**src/sv/lrss_pkg.sv**
```systemverilog
`timescale 1ns / 1ps
// Package for the second-smallest removal buffer.
// Holds opcodes, status codes, controller states and the command and status structs.
// No dependencies.
package lrss_pkg;

  // Default buffer depth.
  localparam int DEPTH_DEF = 32;

  // Width of the stored values.
  localparam int VAL_W = 32;

  // Operation codes carried on the input tuser.
  typedef enum logic [1:0] {
    OP_APPEND = 2'd0,
    OP_REMOVE = 2'd1,
    OP_READ   = 2'd2,
    OP_CLEAR  = 2'd3
  } op_t;

  // Result status codes carried on the output tuser.
  typedef enum logic [1:0] {
    ST_OK     = 2'd0,
    ST_EMPTY  = 2'd1,
    ST_SINGLE = 2'd2,
    ST_FULL   = 2'd3
  } status_t;

  // Controller states.
  typedef enum logic [2:0] {
    S_IDLE,
    S_DISPATCH,
    S_SCAN,
    S_SHIFT,
    S_RD_ISSUE,
    S_RD_EMIT
  } state_t;

  // Element count update.
  typedef enum logic [1:0] {
    CNT_HOLD,
    CNT_INC,
    CNT_DEC,
    CNT_CLR
  } cnt_op_t;

  // Scan and shift pointer update.
  typedef enum logic [1:0] {
    PTR_HOLD,
    PTR_ZERO,
    PTR_SECOND,
    PTR_INC
  } ptr_op_t;

  // What the output register is loaded with.
  typedef enum logic [1:0] {
    OUT_NONE,
    OUT_STATUS,
    OUT_ELEM
  } out_kind_t;

  // Commands from the controller to the datapath.
  typedef struct packed {
    logic      in_load;
    cnt_op_t   cnt_op;
    ptr_op_t   ptr_op;
    logic      rd_en;
    logic      scan_en;
    logic      wr_append;
    logic      wr_shift;
    out_kind_t out_kind;
    status_t   out_status;
  } cmd_t;

  // Status from the datapath to the controller.
  typedef struct packed {
    op_t  op;
    logic count_zero;
    logic count_one;
    logic full;
    logic ptr_at_end;
    logic rd_vld;
    logic rd_last;
    logic out_free;
  } sts_t;

endpackage

```
**src/sv/list_remove_second_smallest_top.sv**
```systemverilog
`timescale 1ns / 1ps
// Ordered buffer that removes its second-smallest element.
// Append and clear load their result in the dispatch state; remove runs a dispatch step, a scan of
// every element and a shift of the elements after the second-smallest one; read alternates an
// issue state and an emit state for each element, and waits while the output register is full.
// One item is worked on at a time; the next item is accepted once the last result is loaded.
// Reset empties the buffer and the output register; stored values are undefined until written.
module list_remove_second_smallest_top
  import lrss_pkg::*;
#(
  parameter int DEPTH = DEPTH_DEF
) (
  input  logic        clk,
  input  logic        rst,
  input  logic        s_tvalid,
  output logic        s_tready,
  input  logic [31:0] s_tdata,   // [31:0] value
  input  logic [1:0]  s_tuser,   // [1:0] opcode
  output logic        m_tvalid,
  input  logic        m_tready,
  output logic [31:0] m_tdata,   // [31:0] data
  output logic [1:0]  m_tuser,   // [1:0] status
  output logic        m_tlast
);

  cmd_t                    cmd;
  sts_t                    sts;
  logic signed [VAL_W-1:0] out_data;
  status_t                 out_status;

  // Sequencer.
  lrss_ctrl u_ctrl (
    .clk      (clk),
    .rst      (rst),
    .in_valid (s_tvalid),
    .in_ready (s_tready),
    .sts      (sts),
    .cmd      (cmd)
  );

  // Storage and compare logic.
  lrss_datapath #(
    .DEPTH (DEPTH)
  ) u_datapath (
    .clk        (clk),
    .rst        (rst),
    .cmd        (cmd),
    .sts        (sts),
    .in_opcode  (s_tuser),
    .in_value   (s_tdata),
    .out_valid  (m_tvalid),
    .out_ready  (m_tready),
    .out_data   (out_data),
    .out_status (out_status),
    .out_last   (m_tlast)
  );

  assign m_tdata = out_data;
  assign m_tuser = out_status;

endmodule

```
**src/sv/lrss_datapath.sv**
```systemverilog
`timescale 1ns / 1ps
// Datapath of the second-smallest removal buffer: element memory, count,
// scan pointer, running minima and the output register. Depends on lrss_pkg.
module lrss_datapath
  import lrss_pkg::*;
#(
  parameter int DEPTH = DEPTH_DEF
) (
  input  logic                    clk,
  input  logic                    rst,
  input  cmd_t                    cmd,
  output sts_t                    sts,
  input  logic [1:0]              in_opcode,
  input  logic signed [VAL_W-1:0] in_value,
  output logic                    out_valid,
  input  logic                    out_ready,
  output logic signed [VAL_W-1:0] out_data,
  output status_t                 out_status,
  output logic                    out_last
);

  localparam int AW = $clog2(DEPTH);
  localparam int CW = $clog2(DEPTH + 1);

  logic signed [VAL_W-1:0] mem [DEPTH];
  logic signed [VAL_W-1:0] rd_data;
  logic                    rd_vld;
  logic [AW-1:0]           idx_q;
  logic [CW-1:0]           count;
  logic [CW-1:0]           ptr;
  op_t                     op_q;
  logic signed [VAL_W-1:0] val_q;
  logic [AW-1:0]           lo_idx;
  logic signed [VAL_W-1:0] lo_val;
  logic [AW-1:0]           sec_idx;
  logic signed [VAL_W-1:0] sec_val;
  logic                    have2;
  logic                    out_free;

  assign out_free = !out_valid || out_ready;

  // Status back to the controller.
  always_comb begin
    sts.op         = op_q;
    sts.count_zero = (count == '0);
    sts.count_one  = (count == CW'(1));
    sts.full       = (count == CW'(DEPTH));
    sts.ptr_at_end = (ptr == count);
    sts.rd_vld     = rd_vld;
    sts.rd_last    = ((CW'(idx_q) + CW'(1)) == count);
    sts.out_free   = out_free;
  end

  // Captured input item.
  always_ff @(posedge clk) begin
    if (cmd.in_load) begin
      op_q  <= op_t'(in_opcode);
      val_q <= in_value;
    end
  end

  // Element count.
  always_ff @(posedge clk) begin
    if (rst) begin
      count <= '0;
    end else begin
      case (cmd.cnt_op)
        CNT_INC: count <= count + CW'(1);
        CNT_DEC: count <= count - CW'(1);
        CNT_CLR: count <= '0;
        default: count <= count;
      endcase
    end
  end

  // Scan and shift pointer.
  always_ff @(posedge clk) begin
    if (rst) begin
      ptr <= '0;
    end else begin
      case (cmd.ptr_op)
        PTR_ZERO:   ptr <= '0;
        PTR_SECOND: ptr <= CW'(sec_idx) + CW'(1);
        PTR_INC:    ptr <= ptr + CW'(1);
        default:    ptr <= ptr;
      endcase
    end
  end

  // Element memory: one write port, one registered read port.
  always_ff @(posedge clk) begin
    if (cmd.wr_append) begin
      mem[count[AW-1:0]] <= val_q;
    end else if (cmd.wr_shift) begin
      mem[idx_q - AW'(1)] <= rd_data;
    end
    if (cmd.rd_en) begin
      rd_data <= mem[ptr[AW-1:0]];
      idx_q   <= ptr[AW-1:0];
    end
  end

  // Read data valid flag, set in the cycle after each read.
  always_ff @(posedge clk) begin
    if (rst) begin
      rd_vld <= 1'b0;
    end else begin
      rd_vld <= cmd.rd_en;
    end
  end

  // Running minimum and runner-up; among equal values the earlier one stays minimum.
  always_ff @(posedge clk) begin
    if (rst) begin
      have2 <= 1'b0;
    end else if (cmd.scan_en && rd_vld) begin
      if (idx_q == '0) begin
        lo_idx <= '0;
        lo_val <= rd_data;
        have2  <= 1'b0;
      end else if (rd_data < lo_val) begin
        sec_idx <= lo_idx;
        sec_val <= lo_val;
        lo_idx  <= idx_q;
        lo_val  <= rd_data;
        have2   <= 1'b1;
      end else if (!have2 || (rd_data < sec_val)) begin
        sec_idx <= idx_q;
        sec_val <= rd_data;
        have2   <= 1'b1;
      end
    end
  end

  // Output register: valid flag cleared when taken, set on a load.
  always_ff @(posedge clk) begin
    if (rst) begin
      out_valid <= 1'b0;
    end else if (cmd.out_kind != OUT_NONE) begin
      out_valid <= 1'b1;
    end else if (out_ready) begin
      out_valid <= 1'b0;
    end
  end

  // Output payload.
  always_ff @(posedge clk) begin
    case (cmd.out_kind)
      OUT_STATUS: begin
        out_data   <= '0;
        out_status <= cmd.out_status;
        out_last   <= 1'b1;
      end
      OUT_ELEM: begin
        out_data   <= rd_data;
        out_status <= ST_OK;
        out_last   <= sts.rd_last;
      end
      default: begin
        out_data   <= out_data;
        out_status <= out_status;
        out_last   <= out_last;
      end
    endcase
  end

  // The count never grows past the depth.
  a_count_bound: assert property (@(posedge clk) disable iff (rst)
    count <= CW'(DEPTH))
    else $error("element count exceeds depth");

  // A shift write always uses freshly read data.
  a_shift_data: assert property (@(posedge clk) disable iff (rst)
    cmd.wr_shift |-> rd_vld)
    else $error("shift write without read data");

  // A result is never loaded over one that is still waiting.
  a_out_free: assert property (@(posedge clk) disable iff (rst)
    (cmd.out_kind != OUT_NONE) |-> out_free)
    else $error("output register overwritten");

  // Only element results of a read come without the last mark.
  a_not_last_ok: assert property (@(posedge clk) disable iff (rst)
    (out_valid && !out_last) |-> (out_status == ST_OK))
    else $error("non-final result with error status");

endmodule

```
**src/sv/lrss_ctrl.sv**
```systemverilog
`timescale 1ns / 1ps
// Controller of the second-smallest removal buffer: sequences append, remove,
// read and clear over the datapath. Depends on lrss_pkg.
module lrss_ctrl
  import lrss_pkg::*;
(
  input  logic clk,
  input  logic rst,
  input  logic in_valid,
  output logic in_ready,
  input  sts_t sts,
  output cmd_t cmd
);

  state_t state;
  state_t state_next;

  // State register.
  always_ff @(posedge clk) begin
    if (rst) begin
      state <= S_IDLE;
    end else begin
      state <= state_next;
    end
  end

  // Next state and commands.
  always_comb begin
    state_next     = state;
    in_ready       = 1'b0;
    cmd.in_load    = 1'b0;
    cmd.cnt_op     = CNT_HOLD;
    cmd.ptr_op     = PTR_HOLD;
    cmd.rd_en      = 1'b0;
    cmd.scan_en    = 1'b0;
    cmd.wr_append  = 1'b0;
    cmd.wr_shift   = 1'b0;
    cmd.out_kind   = OUT_NONE;
    cmd.out_status = ST_OK;

    unique case (state)
      S_IDLE: begin
        in_ready = 1'b1;
        if (in_valid) begin
          cmd.in_load = 1'b1;
          state_next  = S_DISPATCH;
        end
      end

      S_DISPATCH: begin
        if (sts.out_free) begin
          unique case (sts.op)
            OP_APPEND: begin
              cmd.out_kind = OUT_STATUS;
              state_next   = S_IDLE;
              if (sts.full) begin
                cmd.out_status = ST_FULL;
              end else begin
                cmd.wr_append = 1'b1;
                cmd.cnt_op    = CNT_INC;
              end
            end
            OP_CLEAR: begin
              cmd.cnt_op   = CNT_CLR;
              cmd.out_kind = OUT_STATUS;
              state_next   = S_IDLE;
            end
            OP_REMOVE: begin
              if (sts.count_zero) begin
                cmd.out_kind   = OUT_STATUS;
                cmd.out_status = ST_EMPTY;
                state_next     = S_IDLE;
              end else if (sts.count_one) begin
                cmd.out_kind   = OUT_STATUS;
                cmd.out_status = ST_SINGLE;
                state_next     = S_IDLE;
              end else begin
                cmd.ptr_op = PTR_ZERO;
                state_next = S_SCAN;
              end
            end
            OP_READ: begin
              if (sts.count_zero) begin
                cmd.out_kind   = OUT_STATUS;
                cmd.out_status = ST_EMPTY;
                state_next     = S_IDLE;
              end else begin
                cmd.ptr_op = PTR_ZERO;
                state_next = S_RD_ISSUE;
              end
            end
            default: state_next = S_IDLE;
          endcase
        end
      end

      // Stream every element through the minimum tracker, one per cycle.
      S_SCAN: begin
        cmd.scan_en = 1'b1;
        if (!sts.ptr_at_end) begin
          cmd.rd_en  = 1'b1;
          cmd.ptr_op = PTR_INC;
        end else if (!sts.rd_vld) begin
          cmd.ptr_op = PTR_SECOND;
          state_next = S_SHIFT;
        end
      end

      // Move each element after the removed one down by one place.
      S_SHIFT: begin
        cmd.wr_shift = sts.rd_vld;
        if (!sts.ptr_at_end) begin
          cmd.rd_en  = 1'b1;
          cmd.ptr_op = PTR_INC;
        end else if (!sts.rd_vld && sts.out_free) begin
          cmd.cnt_op   = CNT_DEC;
          cmd.out_kind = OUT_STATUS;
          state_next   = S_IDLE;
        end
      end

      S_RD_ISSUE: begin
        cmd.rd_en  = 1'b1;
        cmd.ptr_op = PTR_INC;
        state_next = S_RD_EMIT;
      end

      S_RD_EMIT: begin
        if (sts.out_free) begin
          cmd.out_kind = OUT_ELEM;
          state_next   = sts.rd_last ? S_IDLE : S_RD_ISSUE;
        end
      end

      default: state_next = S_IDLE;
    endcase
  end

endmodule

```
**config.mk**
```make
export PLATFORM = sky130hd
export DESIGN_NAME = list_remove_second_smallest_top
export DESIGN_NICKNAME = d
export VERILOG_FILES = /design/src/sv/lrss_pkg.sv /design/src/sv/list_remove_second_smallest_top.sv /design/src/sv/lrss_datapath.sv /design/src/sv/lrss_ctrl.sv
export SDC_FILE = /design/constraint.sdc
export NUM_CORES = 1
export LEC_CHECK = 0
export BUFFER_PORTS_ARGS = -buffer_cell sky130_fd_sc_hd__buf_2
export CORE_UTILIZATION = 30
export CTS_CLUSTER_DIAMETER = 150
export DETAILED_ROUTE_END_ITERATION = 6
export SLEW_MARGIN = 20
export SYNTH_ARGS = -nofsm -noshare
export SYNTH_HDL_FRONTEND = slang
export SYNTH_SLANG_ARGS = --single-unit
```
**constraint.sdc**
```tcl
create_clock -name clk -period 4.8 [get_ports clk]
set_input_delay 0.96 -clock clk [delete_from_list [all_inputs] [get_ports clk]]
set_output_delay 0.96 -clock clk [all_outputs]
set_load 0.005 [all_outputs]
```
==> flow_metrics.env, run 1 <==
export IMPL_synth_area_um2=48900
export IMPL_startpoint_type="register"
export IMPL_vias=23215
export IMPL_fin_cells=4717
export IMPL_antenna_left=0
export IMPL_firstDrtPassIters=5
export IMPL_placed_cells=4495
export IMPL_area_growth_pct=15.27
export IMPL_grt_first_pass_wirelength_um=171300
export IMPL_required_ns=5.22
export IMPL_placed_area_um2=52510
export IMPL_cts_tree="built"
export IMPL_synth_seq_cells=1222
export IMPL_antenna_found_initial=13
export IMPL_gr_usage_all_layers_pct=14.49
export IMPL_yosysTopAreaCell="edfxtp_1"
export IMPL_post_route_period_util_pct=78.84
export IMPL_switching_share_pct=21.48
export IMPL_pwr_share_seq_pct=54.6
export IMPL_setup_violations=0
export IMPL_fin_setup_tns_ns=0
export IMPL_power_density_nw_per_um2=387.9
export IMPL_yosys_area_share_adder_pct=1.944
export IMPL_grt_overflow_total=0
export IMPL_cts_setup_buffers=0
export IMPL_drv_slew=0
export IMPL_p_comb_share_pct=3.5
export IMPL_timing_fmax_mhz=264.3
export IMPL_path_class="reg -> reg"
export IMPL_whs_ns=0.3954
export IMPL_pwr_share_clk_pct=42.0
export IMPL_muxShareOfSynthArea_pct=17.08
export IMPL_synthArstFlopShare_pct=0
export IMPL_drive_above_1_share_pct=30.06
export IMPL_status="finished clean"
export IMPL_die_area_um2=164600
export IMPL_netlist_instances=2293
export IMPL_core_area_um2=161100
export IMPL_synth_compound_area_share_pct=1.939
export IMPL_max_cap_viol_count=0
export IMPL_num_io_pins=75
export IMPL_fin_crit_ns=3.784
export IMPL_finalClockSkew_ns=0.03061
export IMPL_clock_sinks=1222
export IMPL_die_h_um=405.7
export IMPL_netlist_top_cells_area="edfxtp_1 (74%), mux4_2 (15%), ha_1 (1.9%)"
export IMPL_syn_num_nets=2407
export IMPL_worst_pin_slew_ns=1.151
export IMPL_first_global_vias=23319
export IMPL_io_buffers=74
export IMPL_rsz0062_at_grt="false"
export IMPL_setup_ws_ns=1.016
export IMPL_irDropWorstVdd_uv=275.3
export IMPL_leakage_nw=17.32
export IMPL_wl_met1_um=53150
export IMPL_hold_buffers=0
export IMPL_synth_edf_count=1204
export IMPL_top_layer="met5"
export IMPL_ys_flop_type="edfxtp_1"
export IMPL_syn_avg_cell_area_um2=21.33
export IMPL_layout_commonest_cell="edfxtp_1"
export IMPL_max_slew_margin_pct=23.05
export IMPL_wl_met2_um=52520
export IMPL_synth_warnings=0
export IMPL_crit_fanout=15
export IMPL_cp_data_arrival_time_ns=4.20
export IMPL_start_util_pct=30.35
export IMPL_cts_resized=0
export IMPL_layout_common_cells="edfxtp_1 (1204), mux4_2 (320), clkbuf_16 (120), inv_1 (78), mux2_2 (76)"
export IMPL_synth_cell_types=71
export IMPL_clk_pin_slew_ns=0.06
export IMPL_drt_iter0_markers=2521
export IMPL_gp_congestion=0.7873
export IMPL_finalCoreUtilization_pct=34.99
export IMPL_insertion_delay_ns=0.74
export IMPL_die_w_um=405.7
export IMPL_nets=2574
export IMPL_p_int_mw=17.17
export IMPL_totalWireLength_um=118200
export IMPL_hold_class="in -> reg"
export IMPL_endpoint_kind="register"
export IMPL_wl_per_cell_um=25.07
export IMPL_synth_simple_gate_area_share_pct=2.362
export IMPL_drc_errors=0
export IMPL_hpwl_um=76110
export IMPL_synth_top_family_by_area="multiplexers"
export IMPL_vias_per_cell=4.922
export IMPL_ctsHtreeMaxLevel=3
export IMPL_hold_viol_final=0
export IMPL_fin_area_um2=56370
export IMPL_synth_xor_area_share_pct=0.2866
export IMPL_synth_seq_area_share_pct=74.67
export IMPL_cts_buffers_inserted=120
export IMPL_p_total_mw=21.86
export IMPL_p_switching_mw=4.697
export IMPL_cts_buffer_depth=3
export IMPL_wl_met3_um=10290
export IMPL_synth_top_cell_area_share_pct=73.93
export IMPL_grt_max_degree=85
export IMPL_num_rows=147
export IMPL_cts_root_buf="clkbuf_16"
export IMPL_pre_cts_ws_ns=1.041
[power by group through the flow]
stage               sequential [mW]  clock (mW)  combinational, mW
finish                         11.9        9.17              0.756
global route                   11.9        9.76              0.824
CTS                            11.9        9.37              0.773
detailed placement             12.2           0              0.773
global placement               12.2           0              0.758
floorplan                      12.1           0              0.446
[routing by layer]
layer / track usage (%) / vias to the layer above
li1: - / 9882
met1: 21.11 / 12405
met2: 21.31 / 769
met3: 4.254 / 155
met4: 3.145 / 4
met5: 0 / -
[cell type report]
type	instances	area, µm²
antenna	2	5.005
clock buffer	144	3093
clock inverter	73	696.9
fill	14956	104800
inverter	80	300.3
multi-input combinational	882	11820
sequential	1222	36530
tap	2160	2703
timing repair buffer	154	1221
[state kept, by name, indices dropped and copies added (netlist names), 6 cells and up]
signal and count:
u_datapath.mem 1024, u_datapath.lo_val 32, u_datapath.out_data 32, u_datapath.val_q 32, u_datapath.sec_val 32, u_datapath.count 6, u_datapath.ptr 6, u_datapath.rd_data 32
[kinds of logic (layout without fill, tap and decap cells)]
family                     after synthesis  after routing
other                                    0              2
muxes                                  422            422
xor gates and xnor gates                16             16
AOI/OAI and AO/OA                      139            139
buffers and inverters                  189            451
DFF                                   1222           1222
adders and majority gates               76             76
and+or+nand+nor                        229            229
[path summary, 6_finish.rpt]
check | from | to | slack [ns] | depth (start not counted)
setup / recovery | u_datapath.idx_q[0] | u_datapath.mem[0][1] | 1.02 | 8
hold / removal | s_tdata[30] | u_datapath.val_q[30] | 0.40 | 1
setup reg to reg | u_datapath.idx_q[0] | u_datapath.mem[0][1] | 1.02 | 8
hold reg to reg | u_datapath.have2 | u_datapath.have2 | 0.50 | 2
[cell usage after synthesis, types with 6 or more instances]
cell type	instances
nand4_1	15
buf_2	17
nand2_1	44
nor2b_1	7
and2_1	38
edfxtp_1	1204
a21oi_1	29
inv_1	78
mux4_2	320
nor2_1	64
clkbuf_1	62
dfxtp_1	18
mux2_1	25
o21a_1	12
o211ai_1	6
nor3_1	16
mux2_2	76
ha_1	76
xnor2_1	6
a211oi_1	13
xor2_1	10
a31oi_1	7
buf_4	21
o21ai_0	24
nand3_1	21
[critical path: stages (launching register included)]
cell      delay, ns
edfxtp_1       0.53
inv_1          0.18
ha_1           0.21
nor3b_1        0.28
xor2_1         0.11
o21ai_1        0.52
nand3_1        0.55
nor2_4         0.69
buf_4          0.35
Power figures use the tool's default switching activity.
==> run 2: changes to the inputs <==
==> constraint.sdc (replaced) <==
create_clock -name clk -period 3.74 [get_ports clk]
set_input_delay 0.748 -clock clk [delete_from_list [all_inputs] [get_ports clk]]
set_output_delay 0.748 -clock clk [all_outputs]
set_load 0.005 [all_outputs]
==> flow_metrics.env, run 2 (synthesized netlist as in run 1, its figures left out) <==
export IMPL_antenna_left=0
export IMPL_gr_usage_all_layers_pct=14.55
export IMPL_cp_slowest_cell="edfxtp_1"
export IMPL_cp_data_arrival_time_ns=3.59
export IMPL_cts_resized=0
export IMPL_crit_path_end="u_datapath.mem[0][6]"
export IMPL_max_cap_viol_count=0
export IMPL_regMostFlops="u_datapath.mem"
export IMPL_start_util_pct=30.35
export IMPL_worst_path_stages=8
export IMPL_pre_cts_ws_ns=0.5347
export IMPL_timing_fmax_mhz=310.2
export IMPL_totalWireLength_um=119300
export IMPL_grt_overflow_total=0
export IMPL_num_rows=147
export IMPL_clock_sinks=1222
export IMPL_drive_above_1_share_pct=31.47
export IMPL_grt_first_pass_wirelength_um=170900
export IMPL_post_route_period_util_pct=86.20
export IMPL_num_io_pins=75
export IMPL_fin_area_um2=57060
export IMPL_timing_rr_start="u_datapath.idx_q[0]"
export IMPL_largest_reg_flops=1024
export IMPL_r2r_end="u_datapath.mem[0][6]"
export IMPL_vias_per_cell=4.944
export IMPL_path_delay_family="simple AND/OR/NAND/NOR gates"
export IMPL_hold_class="in -> reg"
export IMPL_irDropWorstVdd_uv=408.5
export IMPL_ctsHtreeMaxLevel=3
export IMPL_fin_setup_tns_ns=0
export IMPL_antenna_found_initial=6
export IMPL_die_area_um2=164600
export IMPL_hold_buffers=0
export IMPL_setup_violations=0
export IMPL_area_growth_pct=16.67
export IMPL_grt_max_degree=71
export IMPL_path_class="reg -> reg"
export IMPL_cts_tree="built"
export IMPL_power_density_nw_per_um2=489.9
export IMPL_worst_pin_slew_ns=0.8152
export IMPL_cts_buffer_depth=3
export IMPL_firstDrtPassIters=5
export IMPL_min_path_cells=1
export IMPL_placed_area_um2=53220
export IMPL_required_ns=4.11
export IMPL_cts_setup_buffers=0
export IMPL_gp_congestion=0.8080
export IMPL_startpoint_type="register"
export IMPL_insertion_delay_ns=0.74
export IMPL_worst_path_buf_inv=2
export IMPL_cts_root_buf="clkbuf_16"
export IMPL_crit_fanout=20
export IMPL_slowest_delay_ns=0.54
export IMPL_layout_common_cells="edfxtp_1 (1204), mux4_2 (320), clkbuf_16 (121), buf_4 (80), inv_1 (78)"
export IMPL_drt_iter0_markers=2452
export IMPL_core_area_um2=161100
export IMPL_layout_commonest_cell="edfxtp_1"
export IMPL_nets=2620
export IMPL_rsz0062_at_grt="false"
export IMPL_hold_viol_final=0
export IMPL_endpoint_kind="register"
export IMPL_cp_startpoint="u_datapath.idx_q[0]"
export IMPL_rrSetupSlack_ns=0.52
export IMPL_leakage_nw=17.65
export IMPL_r2r_cells=8
export IMPL_clk_pin_slew_ns=0.06
export IMPL_vias=23594
export IMPL_fin_crit_ns=3.224
export IMPL_io_buffers=74
export IMPL_finalClockSkew_ns=0.03431
export IMPL_wl_per_cell_um=24.99
export IMPL_die_h_um=405.7
export IMPL_cts_buffers_inserted=121
export IMPL_drc_errors=0
export IMPL_setup_ws_ns=0.5162
export IMPL_drv_slew=0
export IMPL_status="finished clean"
export IMPL_hpwl_um=71250
export IMPL_max_slew_margin_pct=45.65
export IMPL_first_global_vias=23568
export IMPL_die_w_um=405.7
export IMPL_crit_path_cell_trace="inv_1, ha_1, nor3b_1, xor2_1, o21ai_1, nand3_1, nor2_4, buf_4"
-- run 2: stage by stage --
stage	hold WS, ns	instances	utilization [%]	power (mW)
6_report	0.1858	4772	35.41	27.95
4_1_cts	0.1240	4769	35.41	28.19
3_5_place_dp	0.4966	4543	33.03	16.55
2_1_floorplan	0.4029	2293	-	16.10
3_3_place_gp	0.4886	4543	33.03	16.53
5_1_grt	0.1344	4769	35.41	28.77
-- run 2: worst min path at each step --
stage                           endpoint  slack, ns              start
floorplan            u_datapath.idx_q[0]       0.40  u_datapath.ptr[0]
global placement        u_datapath.have2       0.49   u_datapath.have2
detailed placement      u_datapath.have2       0.50   u_datapath.have2
CTS                 u_datapath.val_q[16]       0.12        s_tdata[16]
global route        u_datapath.val_q[11]       0.13        s_tdata[11]
finish               u_datapath.val_q[5]       0.19         s_tdata[5]
-- run 2: layer usage --
| layer | track usage (%) | vias up | routed length [µm] |
|---|---|---|---|
| li1 | - | 9992 | - |
| met1 | 20.76 | 12585 | 52150 |
| met2 | 22.02 | 864 | 54470 |
| met3 | 3.828 | 153 | 10230 |
| met4 | 3.608 | 0 | 2425 |
| met5 | 0 | - | 0 |
-- run 2: layout make-up --
class | count | area [µm²]
timing repair buffer | 199 | 1872
inverter | 80 | 300.3
tap | 2160 | 2703
multi-input combinational | 882 | 11820
clock buffer | 139 | 3095
fill | 14905 | 104100
antenna | 3 | 7.507
sequential | 1222 | 36530
clock inverter | 87 | 729.5
-- run 2: power by group --
| part | total [mW] | internal, mW | switching, mW |
|---|---|---|---|
| Clock | 11.7 | 6.44 | 5.28 |
| Combinational | 0.957 | 0.317 | 0.640 |
| Sequential | 15.3 | 15.2 | 0.0721 |
| Total | 28.0 | 22.0 | 5.99 |
